### src/sv/lapsh_pkg.sv
// lapsh_pkg: shared types and constants of the 3x3 cross sharpen filter.
// No dependencies; every other file of the block imports it.
package lapsh_pkg;

  localparam int SMP_W      = 8;
  localparam int CFG_W_W    = 12;
  localparam int CFG_H_W    = 13;
  localparam int CFG_C_W    = 3;
  localparam int CFG_DATA_W = 13;
  localparam int CFG_IDX_W  = 2;
  localparam int ROW_W      = 13;

  // Decoupling queue between the front and the back
  localparam int Q_DEPTH = 4;
  localparam int Q_AW    = 2;
  localparam int Q_CW    = 3;

  // Register indexes
  localparam logic [CFG_IDX_W-1:0] REG_IMG_WIDTH     = 2'd0;
  localparam logic [CFG_IDX_W-1:0] REG_IMG_HEIGHT    = 2'd1;
  localparam logic [CFG_IDX_W-1:0] REG_CHANNEL_COUNT = 2'd2;

  localparam logic [CFG_W_W-1:0] RST_IMG_WIDTH     = 12'd640;
  localparam logic [CFG_H_W-1:0] RST_IMG_HEIGHT    = 13'd480;
  localparam logic [CFG_C_W-1:0] RST_CHANNEL_COUNT = 3'd3;

  // Item kinds
  localparam logic MODE_SAMPLE = 1'b0;
  localparam logic MODE_FLUSH  = 1'b1;

  typedef struct packed {
    logic             mode;
    logic [SMP_W-1:0] sample;
  } lapsh_in_t;

  typedef struct packed {
    logic [SMP_W-1:0] value;
    logic             frame_end;
  } lapsh_out_t;

  // Operands of one result, as classified by the front
  typedef struct packed {
    logic             interior;
    logic             frame_end;
    logic [SMP_W-1:0] centre;
    logic [SMP_W-1:0] left;
    logic [SMP_W-1:0] right;
    logic [SMP_W-1:0] up;
    logic [SMP_W-1:0] down;
  } lapsh_op_t;

  // One queue slot plus its valid flag (front to queue, queue head to back)
  typedef struct packed {
    logic      vld;
    lapsh_op_t op;
  } lapsh_xfer_t;

endpackage

### src/sv/lapsh_back.sv
// lapsh_back: 5*centre minus four neighbours, clamp (0 at borders), output register.
// Uses lapsh_pkg; pops the queue head whenever the output slot frees.
module lapsh_back (
  input  logic                     clk,
  input  logic                     rst_n,
  input  lapsh_pkg::lapsh_xfer_t   head,
  output logic                     pop,
  output logic                     out_valid,
  input  logic                     out_stall,
  output lapsh_pkg::lapsh_out_t    out_data
);
  import lapsh_pkg::*;

  logic [10:0]      pos, neg, diff;
  logic [SMP_W-1:0] val;
  logic             load;
  logic             out_vld_r;
  lapsh_out_t       out_r;

  always_comb begin
    pos  = {1'b0, head.op.centre, 2'b00} + {3'b000, head.op.centre};
    neg  = {3'b000, head.op.left} + {3'b000, head.op.right} +
           {3'b000, head.op.up} + {3'b000, head.op.down};
    diff = pos - neg;
    if (!head.op.interior || (pos < neg)) val = '0;
    else if (diff > 11'd255)              val = 8'd255;
    else                                  val = diff[SMP_W-1:0];
  end

  assign load = !out_vld_r || !out_stall;
  assign pop  = head.vld && load;

  always_ff @(posedge clk) begin
    if (!rst_n) begin
      out_vld_r <= 1'b0;
    end else if (load) begin
      out_vld_r <= head.vld;
    end
  end

  always_ff @(posedge clk) begin
    if (pop) begin
      out_r.value     <= val;
      out_r.frame_end <= head.op.frame_end;
    end
  end

  assign out_valid = out_vld_r;
  assign out_data  = out_r;

endmodule

### config.mk
export PLATFORM = sky130hd
export DESIGN_NAME = lapsh_back
export DESIGN_NICKNAME = d
export VERILOG_FILES = /design/src/sv/lapsh_pkg.sv /design/src/sv/lapsh_back.sv
export SDC_FILE = /design/constraint.sdc
export NUM_CORES = 1
export LEC_CHECK = 0
export BUFFER_PORTS_ARGS = -buffer_cell sky130_fd_sc_hd__buf_2
export CORE_AREA = 4 4 85 87
export DETAILED_ROUTE_END_ITERATION = 16
export DIE_AREA = 0 0 89 91
export GPL_TIMING_DRIVEN = 0
export PLACE_DENSITY_LB_ADDON = 0.3
export RECOVER_POWER = 100
export SYNTH_ARGS = -nofsm -noshare
export SYNTH_HDL_FRONTEND = slang
export SYNTH_SLANG_ARGS = --single-unit
### constraint.sdc
create_clock -name clk -period 5.43 [get_ports clk]
set_input_delay 1.086 -clock clk [delete_from_list [all_inputs] [get_ports clk]]
set_output_delay 1.086 -clock clk [all_outputs]
set_load 0.01 [all_outputs]
### After elaboration in Yosys (flattened, before gate mapping)

Index checks and enable logic that the tools add are counted.

| cells by class | value |
|---|---|
| multiplexer cells | 1 |
| reductions and logical operators | 6 |
| magnitude comparators | 2 |
| add/sub/neg operators | 5 |

Operators by type and width:

| cell | number |
|---|---|
| 10-bit by 8-bit adder with 11-bit output | 2 |
| 11-bit by 8-bit greater-than comparator with 1-bit output, second input constant | 1 |
| 11-bit < comparator | 1 |
| 11-bit subtractor | 1 |
| 9-bit by 8-bit adder with 10-bit output | 1 |
| 8-bit by 8-bit adder with 9-bit output | 1 |
| 8-bit 2-to-1 mux | 1 |
| 1-bit zero test | 3 |
| 1-bit logical OR | 2 |
| 1-bit logical AND | 1 |

| storage, ports and cells | value |
|---|---|
| flip-flop bits (word level) | 10 |
| word-level logic and storage cells | 17 |
| output and inout bits | 11 |

### Longest topological paths before layout

| depth | value |
|---|---|
| depth in word-level cells | 6 |
| mapped depth | 19 |

### Worst setup path before layout

OpenSTA, ideal clock, no wires.

| path | value |
|---|---|
| path type | in2reg |
| from | in head[1] in the netlist's numbering |
| to | reg out_r (netlist bit out_data[8]), data pin |
| buffers on the path | 1 |
| cell stages on the path | 19 |
| setup slack | 119 ps |
| arrival | 5033 ps |
| cell sequence | inv_1 fa_1 inv_1 fa_1 ha_1 fa_1 a21o_1 a21oi_1 o21bai_1 a21oi_1 xor2_1 ha_1 buf_6 a21o_1 a2111oi_4 a31oi_1 xor2_1 o211a_4 a31oi_1 |

| on the way | value |
|---|---|
| word-level cells in the longest chain between the ends | 4 |
| elaborated cells on any way between the ends | 6 |

RTL lines:

| element | RTL line | text |
|---|---|---|
| start: declaration | lapsh_back.sv:6 | `input lapsh_pkg::lapsh_xfer_t head,` |
| 10-bit by 8-bit adder with 11-bit output * | lapsh_back.sv:23 | `{3'b000, head.op.up} + {3'b000, head.op.down};` |
| 11-bit subtractor | lapsh_back.sv:24 | `diff = pos - neg;` |
| 11-bit by 8-bit greater-than comparator with 1-bit output | lapsh_back.sv:26 | `else if (diff > 11'd255) val = 8'd255;` |
| 8-bit 2-to-1 mux | lapsh_back.sv:26 |  |
| end: declaration | lapsh_back.sv:18 | `lapsh_out_t out_r;` |

Every way passes the cells marked *; elsewhere a longest branch is shown, timed or not.
A chain may end at the register's enable or synchronous reset.

### Worst setup path in the final report

| path | value |
|---|---|
| from | in head[17] in the netlist's numbering |
| to | reg out_r (netlist bit out_data[8]), data pin |

| on the way | value |
|---|---|
| word-level cells in the longest chain between the ends | 6 |
| elaborated cells on any way between the ends | 8 |

RTL lines:

| element | RTL line | text |
|---|---|---|
| 8-bit by 8-bit adder with 9-bit output * | lapsh_back.sv:22 | `neg = {3'b000, head.op.left} + {3'b000, head.op.right} +` |
| 9-bit by 8-bit adder with 10-bit output * | lapsh_back.sv:22 |  |
| 10-bit by 8-bit adder with 11-bit output * | lapsh_back.sv:23 |  |
| 11-bit subtractor | lapsh_back.sv:24 |  |
| 11-bit by 8-bit greater-than comparator with 1-bit output | lapsh_back.sv:26 |  |
| 8-bit 2-to-1 mux | lapsh_back.sv:26 |  |

Marked as above.

==> impl_metrics.csv <==
group,metric,value,unit
cts,cts_root_buf,"clkbuf_8",
cells_and_area,n_fill_cell,677,
global_route,grt-ovfl-total,0,
floorplan,design.portCount,57,
place,gp_congestion,0.775,
sta,slew_viol_final,0,
floorplan,die_w,89,µm
sta,fin_crit_sh,0.964,
synth,yosys.area.top_type_share,0.190,
setup_path,cp-end-kind,"flop",
synth,ys_seq_elements,10,
setup_path,r2r_cells,1,
setup_path,path_cells,"buf_6, inv_2, fa_1, inv_2, fa_1, ha_2, fa_2, a21o_1, a21oi_2, o21bai_1, a21oi_2, xor2_1, ha_1, buf_6, a21o_4, a2111oi_4, a31oi_1, xor2_1, o211a_4, a31oi_1",
sta,rsz0062_at_grt,"false",
floorplan,rows,29,
floorplan,core,6350,µm²
synth,synth_edf_count,9,
cells_and_area,drive_gt1_frac,0.244,
synth,async_reset_ff_frac,0,
floorplan,start_util,0.298,
outcome,status,"complete, no violations",
route,num_vias,1601,
setup_path,crit_fanout,8,
synth,syn_inst,208,
global_route,grt_pass1_vias,1660,
power,clock_power_share,0.075,
cts,clkTransAtPathRegs,40,ps
route,vias_per_cell,4.60,
power,p_sw,492,µW
synth,ys_warn_count,0,
sta,timing.final.hold_violations,0,
power,finalPower,1060,µW
sta,tns,0,ps
setup_path,slowest_stage,"fa_1",
setup_path,required,5390,ps
global_route,grt.total_usage,0.0984,
route,drt_iter0_drc,23,
power,internal_power,569,µW
cells_and_area,fin_nets,361,
synth,yosysSeqAreaShare,0.153,
setup_path,start_kind,"primary input",
setup_path,crit_arrival,5200,ps
power,p_leak,0.00120,µW
sta,fmax,0.191,GHz
route,wl_per_cell,10.8,µm
setup_path,worstSetupEndpoint,"out_data[8]",
setup_path,ff2ff_setup_slack,3640,ps
power,peakVddDrop,0.201,mV
cts,cts_num_sinks,10,
hold_path,hold_class,"flop to flop",
cts,clk_latency,240,ps
cells_and_area,area_growth,24.7,%
floorplan,die_h,91,µm
sta,hold_slack,525,ps
global_route,antenna_found_initial,0,
place,io_buffers,56,
sta,finClkSkew,4.63,ps
setup_path,cp-startpoint,"head[17]",
route,drc,0,
route,dr.pass1.iters,4,
route,antenna_left,0,
synth,syn_area,1890,µm²
power,p_comb_frac,0.816,
place,dp_hpwl,3230,µm
synth,synth_area_leader_cell,"fa_1",
floorplan,dieArea,8100,µm²
power,power.density,450,nW/µm²
synth,synth_nets,297,
cts,cts_buffers,3,
synth,synthTopCellsByArea,"fa_1 19%, ha_1 17%, edfxtp_1 14%",
power,p_sw_frac,0.464,
job,drv_cap,0,
power,sequentialPowerShare,0.109,
synth,synth_area_per_cell,9.10,µm²
setup_path,r2r-end,"out_data[7]",
cells_and_area,post-route-util,0.372,
synth,synth.distinct_cells,41,
sta,worst_slew_pin_slew,1440,ps
sta,setup_viol,0,
route,routed_wl,3750,µm
sta,fin_crit,5230,ps
sta,maxSlewHeadroom,0.0311,
global_route,grt_max_degree,11,
setup_path,r2r-start,"out_valid",
setup_path,max_stage_delay,550,ps
cells_and_area,antenna_cells,0,
cts,ctsLongestPathBuffers,2,
cts,cts_tree,"yes",
synth,ys.flop_type,"edfxtp_1",
setup_path,crit_type,"primary input to flop",
cts,htreeDepth,1,
global_route,grt_pass1_wl,6650,µm
[power groups by stage]
stage | sequential [µW] | clock, µW | combinational (µW)
final | 116 | 79.2 | 866
after global routing | 117 | 87.3 | 973
after CTS | 115 | 81.0 | 833
after detailed placement | 117 | 0 | 823
after global placement | 116 | 0 | 815
after floorplan | 127 | 0 | 654
[per-stage QoR]
stage	setup slack (ps)	area (µm²)	instances
2_1_floorplan	119	1890	208
3_3_place_gp	-298	2270	341
3_5_place_dp	-302	2270	341
4_1_cts	28.5	2320	345
5_1_grt	21.7	2360	348
6_report	197	2360	348
[routing by layer]
metal  GRT usage  share of wire  vias to the layer above
li1            -              -                      828
met1       0.127           0.46                      731
met2       0.166           0.46                       38
met3      0.0181          0.066                        4
met4      0.0261          0.010                        0
met5           0              0                        -
[critical path, delay by kind of cell]
kind                       cells  cell delay (ps)
adders and majority gates      5             1880
AOI/OAI and AO/OA              9             1600
xor gates and xnor gates       2              380
buffers and inverters          4              260
[logic make-up (layout without fill, tap and decap cells)]
logic type | after synthesis | after routing | share of synthesized area
flops | 10 | 10 | 0.153
buf+inv | 48 | 111 | 0.0999
fa+ha+maj | 43 | 43 | 0.356
mux | 2 | 2 | 0.0106
simple gates | 34 | 34 | 0.0919
compound gates | 55 | 55 | 0.214
xor+xnor | 16 | 16 | 0.0741
[registers in the layout, indices dropped and copies added (netlist names)]
name,count
out_data,9
out_valid,1
[layout make-up]
type                       instances  area [µm²]  area share
buffer                             2        16.3     0.00689
clock buffer                       4        45.0      0.0191
inverter                          46         173      0.0732
multi-input combinational        150        1440       0.612
sequential                        10         290       0.123
tap                               77        96.3      0.0408
timing repair buffer              59         295       0.125
[worst min-delay path by stage]
| stage | start | end | slack [ps] | cells past startpoint |
|---|---|---|---|---|
| 2_1_floorplan | out_valid | out_valid | 540 | 2 |
| 3_3_place_gp | out_valid | out_valid | 500 | 2 |
| 3_5_place_dp | out_valid | out_valid | 510 | 2 |
| 4_1_cts | out_valid | out_valid | 520 | 2 |
| 5_1_grt | out_valid | out_valid | 550 | 2 |
| 6_report | out_valid | out_valid | 520 | 2 |
[cells in the mapped netlist (2+ instances only)]
library cell and count:
inv_1 46, ha_1 25, a21oi_1 19, fa_1 18, edfxtp_1 9, nor2_1 9
xnor2_1 9, xor2_1 7, nand2_1 6, nor2b_1 6, a21o_1 5, o21ai_0 5
a31oi_1 4, nand2b_1 4, nand3_1 3, o21a_1 3, mux2i_1 2, nor3_1 2
o2111ai_1 2, o21bai_1 2, o31a_1 2
[repair_timing]
item | in CTS | in global routing
resized for setup | 2 | 9
setup buffers | 0 | 3
setup endpoints to repair | 8 | 8
hold buffers | 0 | 0
pin swaps | 0 | 15
[cells in the final DEF (no fill, tap or decap), types with 3 or more instances in the layout]
master / netlist / final
o21ai_0: 5 / 5
fa_1: 18 / 17
nand2b_1: 4 / 4
nand2_1: 6 / 6
xor2_1: 7 / 7
a31oi_1: 4 / 4
ha_1: 25 / 23
nand3_1: 3 / 3
buf_2: 1 / 45
a21oi_1: 19 / 17
nor2_1: 9 / 9
inv_1: 46 / 44
edfxtp_1: 9 / 9
buf_4: 0 / 3
xnor2_1: 9 / 9
clkbuf_8: 0 / 3
nor2b_1: 6 / 6
o21a_1: 3 / 3
a21o_1: 5 / 4
clkbuf_1: 0 / 12
No activity file was read; power rests on OpenSTA's default activity.
