### src/sv/lapsh_pkg.sv
// lapsh_pkg: shared types and constants of the 3x3 cross sharpen filter.
// No dependencies; every other file of the block imports it.
package lapsh_pkg;

  localparam int SMP_W      = 8;
  localparam int CFG_W_W    = 12;
  localparam int CFG_H_W    = 13;
  localparam int CFG_C_W    = 3;
  localparam int CFG_DATA_W = 13;
  localparam int CFG_IDX_W  = 2;
  localparam int ROW_W      = 13;

  // Decoupling queue between the front and the back
  localparam int Q_DEPTH = 4;
  localparam int Q_AW    = 2;
  localparam int Q_CW    = 3;

  // Register indexes
  localparam logic [CFG_IDX_W-1:0] REG_IMG_WIDTH     = 2'd0;
  localparam logic [CFG_IDX_W-1:0] REG_IMG_HEIGHT    = 2'd1;
  localparam logic [CFG_IDX_W-1:0] REG_CHANNEL_COUNT = 2'd2;

  localparam logic [CFG_W_W-1:0] RST_IMG_WIDTH     = 12'd640;
  localparam logic [CFG_H_W-1:0] RST_IMG_HEIGHT    = 13'd480;
  localparam logic [CFG_C_W-1:0] RST_CHANNEL_COUNT = 3'd3;

  // Item kinds
  localparam logic MODE_SAMPLE = 1'b0;
  localparam logic MODE_FLUSH  = 1'b1;

  typedef struct packed {
    logic             mode;
    logic [SMP_W-1:0] sample;
  } lapsh_in_t;

  typedef struct packed {
    logic [SMP_W-1:0] value;
    logic             frame_end;
  } lapsh_out_t;

  // Operands of one result, as classified by the front
  typedef struct packed {
    logic             interior;
    logic             frame_end;
    logic [SMP_W-1:0] centre;
    logic [SMP_W-1:0] left;
    logic [SMP_W-1:0] right;
    logic [SMP_W-1:0] up;
    logic [SMP_W-1:0] down;
  } lapsh_op_t;

  // One queue slot plus its valid flag (front to queue, queue head to back)
  typedef struct packed {
    logic      vld;
    lapsh_op_t op;
  } lapsh_xfer_t;

endpackage

### src/sv/lapsh_queue.sv
// lapsh_queue: short FIFO of classified operands between front and back.
// Uses lapsh_pkg; the writer never pushes into a full queue.
module lapsh_queue (
  input  logic                          clk,
  input  logic                          rst_n,
  input  lapsh_pkg::lapsh_xfer_t        push,
  input  logic                          pop,
  output lapsh_pkg::lapsh_xfer_t        head,
  output logic [lapsh_pkg::Q_CW-1:0]    level
);
  import lapsh_pkg::*;

  lapsh_op_t        slots_r [Q_DEPTH];
  logic [Q_AW-1:0]  wr_ptr_r, wr_ptr_nxt;
  logic [Q_AW-1:0]  rd_ptr_r, rd_ptr_nxt;
  logic [Q_CW-1:0]  cnt_r, cnt_nxt;

  always_comb begin
    wr_ptr_nxt = push.vld ? wr_ptr_r + 1'b1 : wr_ptr_r;
    rd_ptr_nxt = pop ? rd_ptr_r + 1'b1 : rd_ptr_r;
    cnt_nxt    = cnt_r + {{(Q_CW-1){1'b0}}, push.vld} - {{(Q_CW-1){1'b0}}, pop};
  end

  always_ff @(posedge clk) begin
    if (!rst_n) begin
      wr_ptr_r <= '0;
      rd_ptr_r <= '0;
      cnt_r    <= '0;
    end else begin
      wr_ptr_r <= wr_ptr_nxt;
      rd_ptr_r <= rd_ptr_nxt;
      cnt_r    <= cnt_nxt;
    end
  end

  always_ff @(posedge clk) begin
    if (push.vld) slots_r[wr_ptr_r] <= push.op;
  end

  assign head.vld = (cnt_r != '0);
  assign head.op  = slots_r[rd_ptr_r];
  assign level    = cnt_r;

endmodule

### config.mk
export PLATFORM = sky130hd
export DESIGN_NAME = lapsh_queue
export DESIGN_NICKNAME = d
export VERILOG_FILES = /design/src/sv/lapsh_pkg.sv /design/src/sv/lapsh_queue.sv
export SDC_FILE = /design/constraint.sdc
export NUM_CORES = 1
export LEC_CHECK = 0
export BUFFER_PORTS_ARGS = -buffer_cell sky130_fd_sc_hd__buf_2
export CAP_MARGIN = 20
export CORE_UTILIZATION = 53
export DETAILED_ROUTE_END_ITERATION = 6
export GPL_ROUTABILITY_DRIVEN = 0
export PLACE_DENSITY = 0.73
export SYNTH_ARGS = -nofsm -noshare
export SYNTH_HDL_FRONTEND = slang
export SYNTH_SLANG_ARGS = --single-unit
### constraint.sdc
create_clock -name clk -period 5.4 [get_ports clk]
set_clock_uncertainty 0.05 [all_clocks]
set_input_delay 0.54 -clock clk [delete_from_list [all_inputs] [get_ports clk]]
set_output_delay 0.54 -clock clk [all_outputs]
set_load 0.005 [all_outputs]
Word level (Yosys, flattened, before mapping)
Memory sizes are Yosys's and may differ from the RTL's. A register that Yosys moved wholly into a read port is not among the register bits.
Index checks and enable logic that the tools add are counted.
{ "word_totals": {"register_bits": 7, "ramBits": 168, "out_inout_bits": 46, "wordCells": 13, "n_memories": 1} }
{ "classes": {"n_addsub": 4, "n_mux": 4, "n_reduce_logical": 1} }
{ "memory_table": {"columns": ["memory", "depth", "width", "rd", "rd_clocked_by_memory_dff", "wr", "line", "rtl"], "rows": [
  ["slots_r", 4, 42, 1, 1, 1, "lapsh_queue.sv:13", "lapsh_op_t slots_r [Q_DEPTH];"]
]} }
{ "op_table": {"columns": ["op", "n"], "rows": [
  ["adder 2 x 1 -> 2 bit (second input constant)", 2],
  ["two-way mux 2 bit", 2],
  ["adder 3 x 1 -> 3 bit", 1],
  ["nonzero test 3 bit", 1],
  ["subtractor 3 x 1 -> 3 bit", 1],
  ["two-way mux 1 bit", 2]
]} }

Depth between registers and ports, before layout
Gate-level depths: netlist (run 1).
{ "logic_depth": {"ltp_word": 3, "mapped_depth": 7, "mapped_depth_nobuf": 7} }

Worst setup path before layout (run 1)
No wires, ideal clock.
{ "synth_path": {"path_kind": "input -> register", "from": "input push[42] (netlist name)", "to": "memory slots_r[0][0] (netlist name) (enable)", "setup_time_ns": 0.403, "arrival_time_ns": 1.556, "slack_ns": 3.390, "stages": 1, "path_buffers": 0, "cell_sequence": "and2_1"} }
{ "synth_via": {"elab_chain_cells": 2} }
{ "synth_lines": {"columns": ["item", "line", "rtl"], "rows": [
  ["from (decl)", "lapsh_queue.sv:6", "input lapsh_pkg::lapsh_xfer_t push,"],
  ["two-way mux 1 bit", "lapsh_queue.sv:37", "if (push.vld) slots_r[wr_ptr_r] <= push.op;"],
  ["two-way mux 1 bit (implied by the code)", "lapsh_queue.sv:37", null],
  ["to (decl)", "lapsh_queue.sv:13", null]
]} }
No other way between the ends.

==> run_results.csv, run 1 <==
group,metric,value,unit
status,outcome,"completed",
global_route,antenna_found_initial,1,
hold_path,min_to,"slots_r[1][14]$_DFFE_PP_",
cts,cts_hold_buf,0,
yosys,synth_cell_types,20,
timing,max_freq,364,MHz
worst_setup_path,timing.rr.end,"slots_r[2][13]$_DFFE_PP_",
worst_setup_path,cp-end-kind,"output pin",
yosys,synth_top_cell_by_area,"edfxtp_1",
routing,ant_nets,0,
global_route,gr-total-overflow,0,
cts,cts_tree,"done",
die,dieHeight,113,um
yosys,ys_ff_latch,177,
routing,wire_per_inst,19.7,um
routing,drt_iter0_drc,220,
cells_and_area,utilization,64.2,%
yosys,avgSynthCellArea,25.0,sq um
cts,numCtsBuffers,17,
cts,clock_sinks,177,
routing,routed_via_density,5.46,
timing,worst_pin_slew,0.850,ns
worst_setup_path,crit_type,"register to output pin",
worst_setup_path,cp.required,4.81,ns
cells_and_area,final-seq-area,5230,sq um
timing,setup_tns,0,ns
placement,io_buffers,91,
timing,setup_viol_count_final,0,
yosys,synth_edf_count,168,
cells_and_area,area_growth,17.8,%
die,core-area,12000,sq um
worst_setup_path,r2r_cells,4,
routing,drc,0,
global_route,grtUsageTotal,17.5,%
yosys,synth_seq_area_share,79.8,%
cts,cts.path.max_buffers,2,
global_route,grt_max_degree,43,
cts,clk_latency,0.42,ns
placement,dp_hpwl,6030,um
timing,finalHoldViolations,0,
cells_and_area,fill_cells,810,
cts,post_cts_buffers,0,
timing,hold_ws,0.282,ns
die,rows,40,
worst_setup_path,crit_arrival,2.15,ns
cells_and_area,final_nets,420,
timing,rsz0062_at_grt,"no",
power_and_ir_drop,ir_worst_vdd,180,uV
die,io_pins,92,
timing,min_period,2.74,ns
die,die_w,113,um
yosys,synth_nets,315,
yosys,ys.flop_type,"edfxtp_1",
yosys,netlist_top_cells_area,"edfxtp_1 77%, mux4_2 14%, dfxtp_1 2.8%",
cts,post_cts_resized,0,
global_route,grt_pass1_wl,16000,um
yosys,ys_warn_count,0,
die,initial_core_util,54.5,%
run,max_cap_viol_count,0,
worst_setup_path,reg2reg_slack,3.44,ns
yosys,synth_top_area_share,77.0,%
global_route,first_global_vias,3032,
worst_setup_path,critPathLaunchType,"register",
worst_setup_path,path_max_fanout,42,
routing,vias,2884,
yosys,postSynthCellCount,262,
cts,cts_max_level,4,
cells_and_area,multi_input_area,1190,sq um
cts,cts.clk_slew.worst_paths,0.06,ns
routing,postRouteWirelength,10400,um
timing,slew_viol_final,0,
power_and_ir_drop,p_leak,2.65,nW
power_and_ir_drop,powerDensity,394,nW/um^2
yosys,synth.most_common_cell,"edfxtp_1",
worst_setup_path,reg2reg_from,"wr_ptr_r[0]$_SDFFE_PN0P_",
hold_path,hold_class,"input pin to register",
timing,slew_headroom,43.3,%
timing,fin_crit_sh,50.8,%
yosys,async_flop_share,0,%
cts,cts_root_buffer,"clkbuf_16",
routing,drt_first_pass_iters,4,
cells_and_area,drive_gt1_share,45.0,%
yosys,netlist_area,6550,sq um
yosys,synth_commonest_cells,"168 x edfxtp_1, 40 x mux4_2, 9 x dfxtp_1",
hold_path,whs_path_depth,1,
die,dieArea,12800,sq um
hold_path,hold_start,"push[14]",
[sequential cells by signal (all words and copies together), names as in the netlist, named ones only]
signal / count
slots_r: 168
level: 3
rd_ptr_r: 2
wr_ptr_r: 2
[layout make-up]
class                   instances  share of cell area (%)
inverters                       7                   0.341
repair buffers                 96                    6.65
flip-flops and latches        177                    67.8
multi-input cells              68                    15.4
well taps                     147                    2.38
clock buffers                  19                    5.61
clock inverters                13                    1.78
diodes                          1                  0.0324
[worst max-delay path, stage by stage, from the launching register on]
cell     delay, ns
dfxtp_4       0.91
mux4_1        0.66
buf_2         0.14
[cells in the final DEF (no fill, tap or decap), types with 2 or more instances in the layout]
master and instances:
bufinv_16 2, clkbuf_1 2, edfxtp_1 168, inv_6 2, buf_4 4, and2_1 2
clkinv_4 2, clkbuf_16 17, and2_2 4, clkinvlp_4 4, nor2_1 5, ha_1 6
buf_2 91, dfxtp_1 7, mux4_1 2, clkinv_1 2, mux4_2 40, inv_1 7
xnor2_1 2
[routing by layer]
layer  global-route usage (%)  routed length, um
met4                     8.07                140
met5                        0                  0
met1                     22.1               4580
met2                     28.1               5100
met3                     5.68                602
[cells by family (layout without fill, tap and decap cells)]
logic type | count (synthesis) | count (layout) | share of synthesized area (%)
buffers and inverters | 17 | 135 | 2.16
multiplexers | 43 | 43 | 14.7
XOR/XNOR | 3 | 3 | 0.630
flip-flops | 177 | 177 | 79.8
AO/OA/AOI/OAI | 2 | 2 | 0.229
AND/OR/NAND/NOR | 13 | 13 | 1.07
adder cells (fa/ha/maj) | 7 | 7 | 1.45
other | 0 | 1 | 0
[worst max-delay path by stage]
stage | endpoint | startpoint | depth (start not counted)
CTS | head[41] | register | 2
floorplan | slots_r[0][0]$_DFFE_PP_ | push[42] | 1
detailed placement | head[41] | register | 2
global route | head[41] | register | 2
global placement | head[41] | register | 2
finish | head[41] | register | 2
[where the power goes]
part	switching, W	internal, W
Combinational	0.000109	0.000144
Sequential	0.0000429	0.00158
Clock	0.000488	0.000681
[through the flow]
stage / setup slack [ns] / area, sq um / total power (W) / instances
floorplan: 3.39 / 6550 / 0.00180 / 262
global placement: 3.03 / 7120 / 0.00190 / 494
detailed placement: 3.02 / 7120 / 0.00191 / 494
CTS: 2.56 / 7690 / 0.00307 / 526
global route: 2.50 / 7710 / 0.00314 / 527
finish: 2.66 / 7720 / 0.00304 / 528
Power figures use the tool's default switching activity.
==> run 2, diff against run 1 <==
CORE_UTILIZATION = 51   (was 53)
clock period = 2.2 ns   (was 5.4 ns; I/O delays follow)
==> run 2 against run 1 <==
Net effect:
- clock power grew to 2.7 times the previous value
- wire length rose by 6.7%
- global-route usage grew 0.86 points
- clock-buffer cell count is 1 higher
- non-clock buffer count up 54
- cell count is 15% higher
- critical endpoint is now head[11]
- final area is 8.0% higher
- via count increased by 8.6%
- largest power group unchanged
- core utilization is 2.0 points higher
- critical path depth increased by 1
- sequential cell count did not move
- die area is 3.9% higher
==> run_results.csv, run 2 (synthesis gave the netlist of run 1 again) <==
group,metric,value,unit
status,outcome,"completed",
routing,routed_via_density,5.17,
global_route,antenna_found_initial,0,
global_route,use_met3,4.43,%
worst_setup_path,cp.required,1.93,ns
routing,vias,3131,
placement,dp_slack,0.455,ns
routing,drt_first_pass_iters,4,
timing,min_period,1.99,ns
routing,drc,0,
worst_setup_path,slowest_stage,"mux4_2",
cells_and_area,num_antenna_cells,0,
worst_setup_path,crit_arrival,1.72,ns
power_and_ir_drop,pwr-share-seq,50.1,%
power_and_ir_drop,ir_worst_vdd,568,uV
timing,worst_pin_slew,0.425,ns
die,die_w,115,um
worst_setup_path,path_max_fanout,11,
cells_and_area,drive_gt1_share,41.7,%
cts,clock_sinks,177,
hold_path,whs_path_depth,3,
die,initial_core_util,52.1,%
global_route,first_global_vias,3294,
routing,ant_nets,0,
power_and_ir_drop,power.total,0.00785,W
placement,placed_area,7240,sq um
global_route,grt_max_degree,30,
worst_setup_path,critPathLaunchType,"register",
hold_path,min_to,"rd_ptr_r[0]$_SDFFE_PN0P_",
power_and_ir_drop,swShare,19.6,%
global_route,met2_usage,31.2,%
cells_and_area,final_nets,474,
worst_setup_path,crit_type,"register to output pin",
worst_setup_path,reg2reg_from,"level[0]$_SDFF_PN0_",
routing,wire_per_inst,18.4,um
worst_setup_path,slowest_delay,0.54,ns
cts,clk_latency,0.41,ns
power_and_ir_drop,pwr-share-comb,10.0,%
global_route,grt_pass1_wl,17000,um
worst_setup_path,path_delay_family,"multiplexers",
power_and_ir_drop,powerDensity,942,nW/um^2
cts,cts.path.max_buffers,2,
worst_setup_path,cp_num_buf_inv,2,
die,dieHeight,115,um
power_and_ir_drop,clock_power_share,40.0,%
placement,io_buffers,91,
timing,slew_viol_final,0,
timing,setup_viol_count_final,0,
timing,slew_headroom,71.7,%
run,max_cap_viol_count,0,
power_and_ir_drop,p_switching,0.00154,W
worst_setup_path,timing.rr.end,"level[2]$_SDFF_PN0_",
timing,max_freq,502,MHz
cells_and_area,final_cell_area,8330,sq um
cells_and_area,regMostFlops,"slots_r",
die,io_pins,92,
routing,postRouteWirelength,11100,um
global_route,gr-total-overflow,0,
cts,post_cts_resized,0,
die,core-area,12600,sq um
worst_setup_path,r2r_cells,7,
power_and_ir_drop,p_leak,2.93,nW
cts,cts_max_level,4,
timing,fin_ws,0.207,ns
hold_path,hold_class,"input pin to register",
power_and_ir_drop,intPower,0.00631,W
cells_and_area,fill_cells,842,
timing,finalHoldViolations,0,
timing,fin_crit_sh,90.6,%
cells_and_area,largest_reg_flops,168,
cts,cts_tree,"done",
worst_setup_path,reg2reg_slack,0.51,ns
placement,dp_hpwl,6740,um
cells_and_area,area_growth,27.2,%
cells_and_area,final_common_cell,"edfxtp_1",
routing,drt_iter0_drc,188,
die,rows,41,
cts,cts_root_buffer,"clkbuf_16",
hold_path,hold_start,"pop",
cts,numCtsBuffers,17,
worst_setup_path,cp-end-kind,"output pin",
die,dieArea,13300,sq um
global_route,grt_busiest_layer,"met2",
timing,setup_tns,0,ns
cells_and_area,final_cell_mix,"168 x edfxtp_1, 91 x buf_2, 43 x dlygate4sd3_1",
timing,rsz0062_at_grt,"no",
global_route,met1_usage,22.2,%
global_route,grtUsageTotal,18.4,%
cts,cts.clk_slew.worst_paths,0.06,ns
worst_setup_path,crit_chain,"buf_12 -> mux4_2 -> buf_2",
-- run 2: how the worst max path moves through the flow --
stage                                   from                      end  slack (ns)  cells past startpoint
global placement                    register                  head[4]        0.47                      3
detailed placement                  register                  head[4]        0.46                      3
floorplan           wr_ptr_r[0]$_SDFFE_PN0P_  slots_r[2][0]$_DFFE_PP_        0.19                      3
finish                              register                 head[11]        0.21                      3
global route                        register                 head[11]        0.13                      3
CTS                                 register                  head[6]     0.00001                      3
-- run 2: what timing repair did --
action	4_1_cts	5_1_grt
endpoints found under the setup margin	0	24
endpoints found under the hold margin	170	0
hold buffers	43	0
buffers inserted	0	3
-- run 2: metal layers --
layer	vias up	share of wire, %
met5	-	0
met2	98	53
met1	1608	41
met3	14	4.2
li1	1411	-
met4	0	1.6
-- run 2: worst register-to-register path: stages, from the launching register on --
cell	delay [ns]
dfxtp_1	0.36
inv_1	0.06
ha_1	0.27
inv_1	0.04
ha_1	0.19
fa_1	0.38
xor3_1	0.21
nor2_1	0.04
-- run 2: final cells by class --
cell class	count	area, sq um	share of cell area, %
flip-flops and latches	177	5230	62.8
inverters	7	26.3	0.315
repair buffers	150	1040	12.5
multi-input cells	68	1190	14.3
clock buffers	20	437	5.24
well taps	172	215	2.58
clock inverters	12	189	2.27
-- run 2: metrics by stage --
| stage | util [%] | hold WS, ns | std cells |
|---|---|---|---|
| floorplan | - | 0.269 | 262 |
| global placement | 57.6 | 0.380 | 528 |
| detailed placement | 57.6 | 0.388 | 528 |
| CTS | 66.0 | 0.0774 | 603 |
| global route | 66.3 | 0.0862 | 606 |
| finish | 66.3 | 0.100 | 606 |
-- run 2: power groups by stage --
stage / Clock, W / Combinational [W] / Sequential [W]
after floorplan: 0 / 0.000434 / 0.00398
after global placement: 0 / 0.000689 / 0.00400
after detailed placement: 0 / 0.000708 / 0.00401
after CTS: 0.00320 / 0.000773 / 0.00394
after global routing: 0.00330 / 0.000852 / 0.00395
final: 0.00314 / 0.000782 / 0.00393
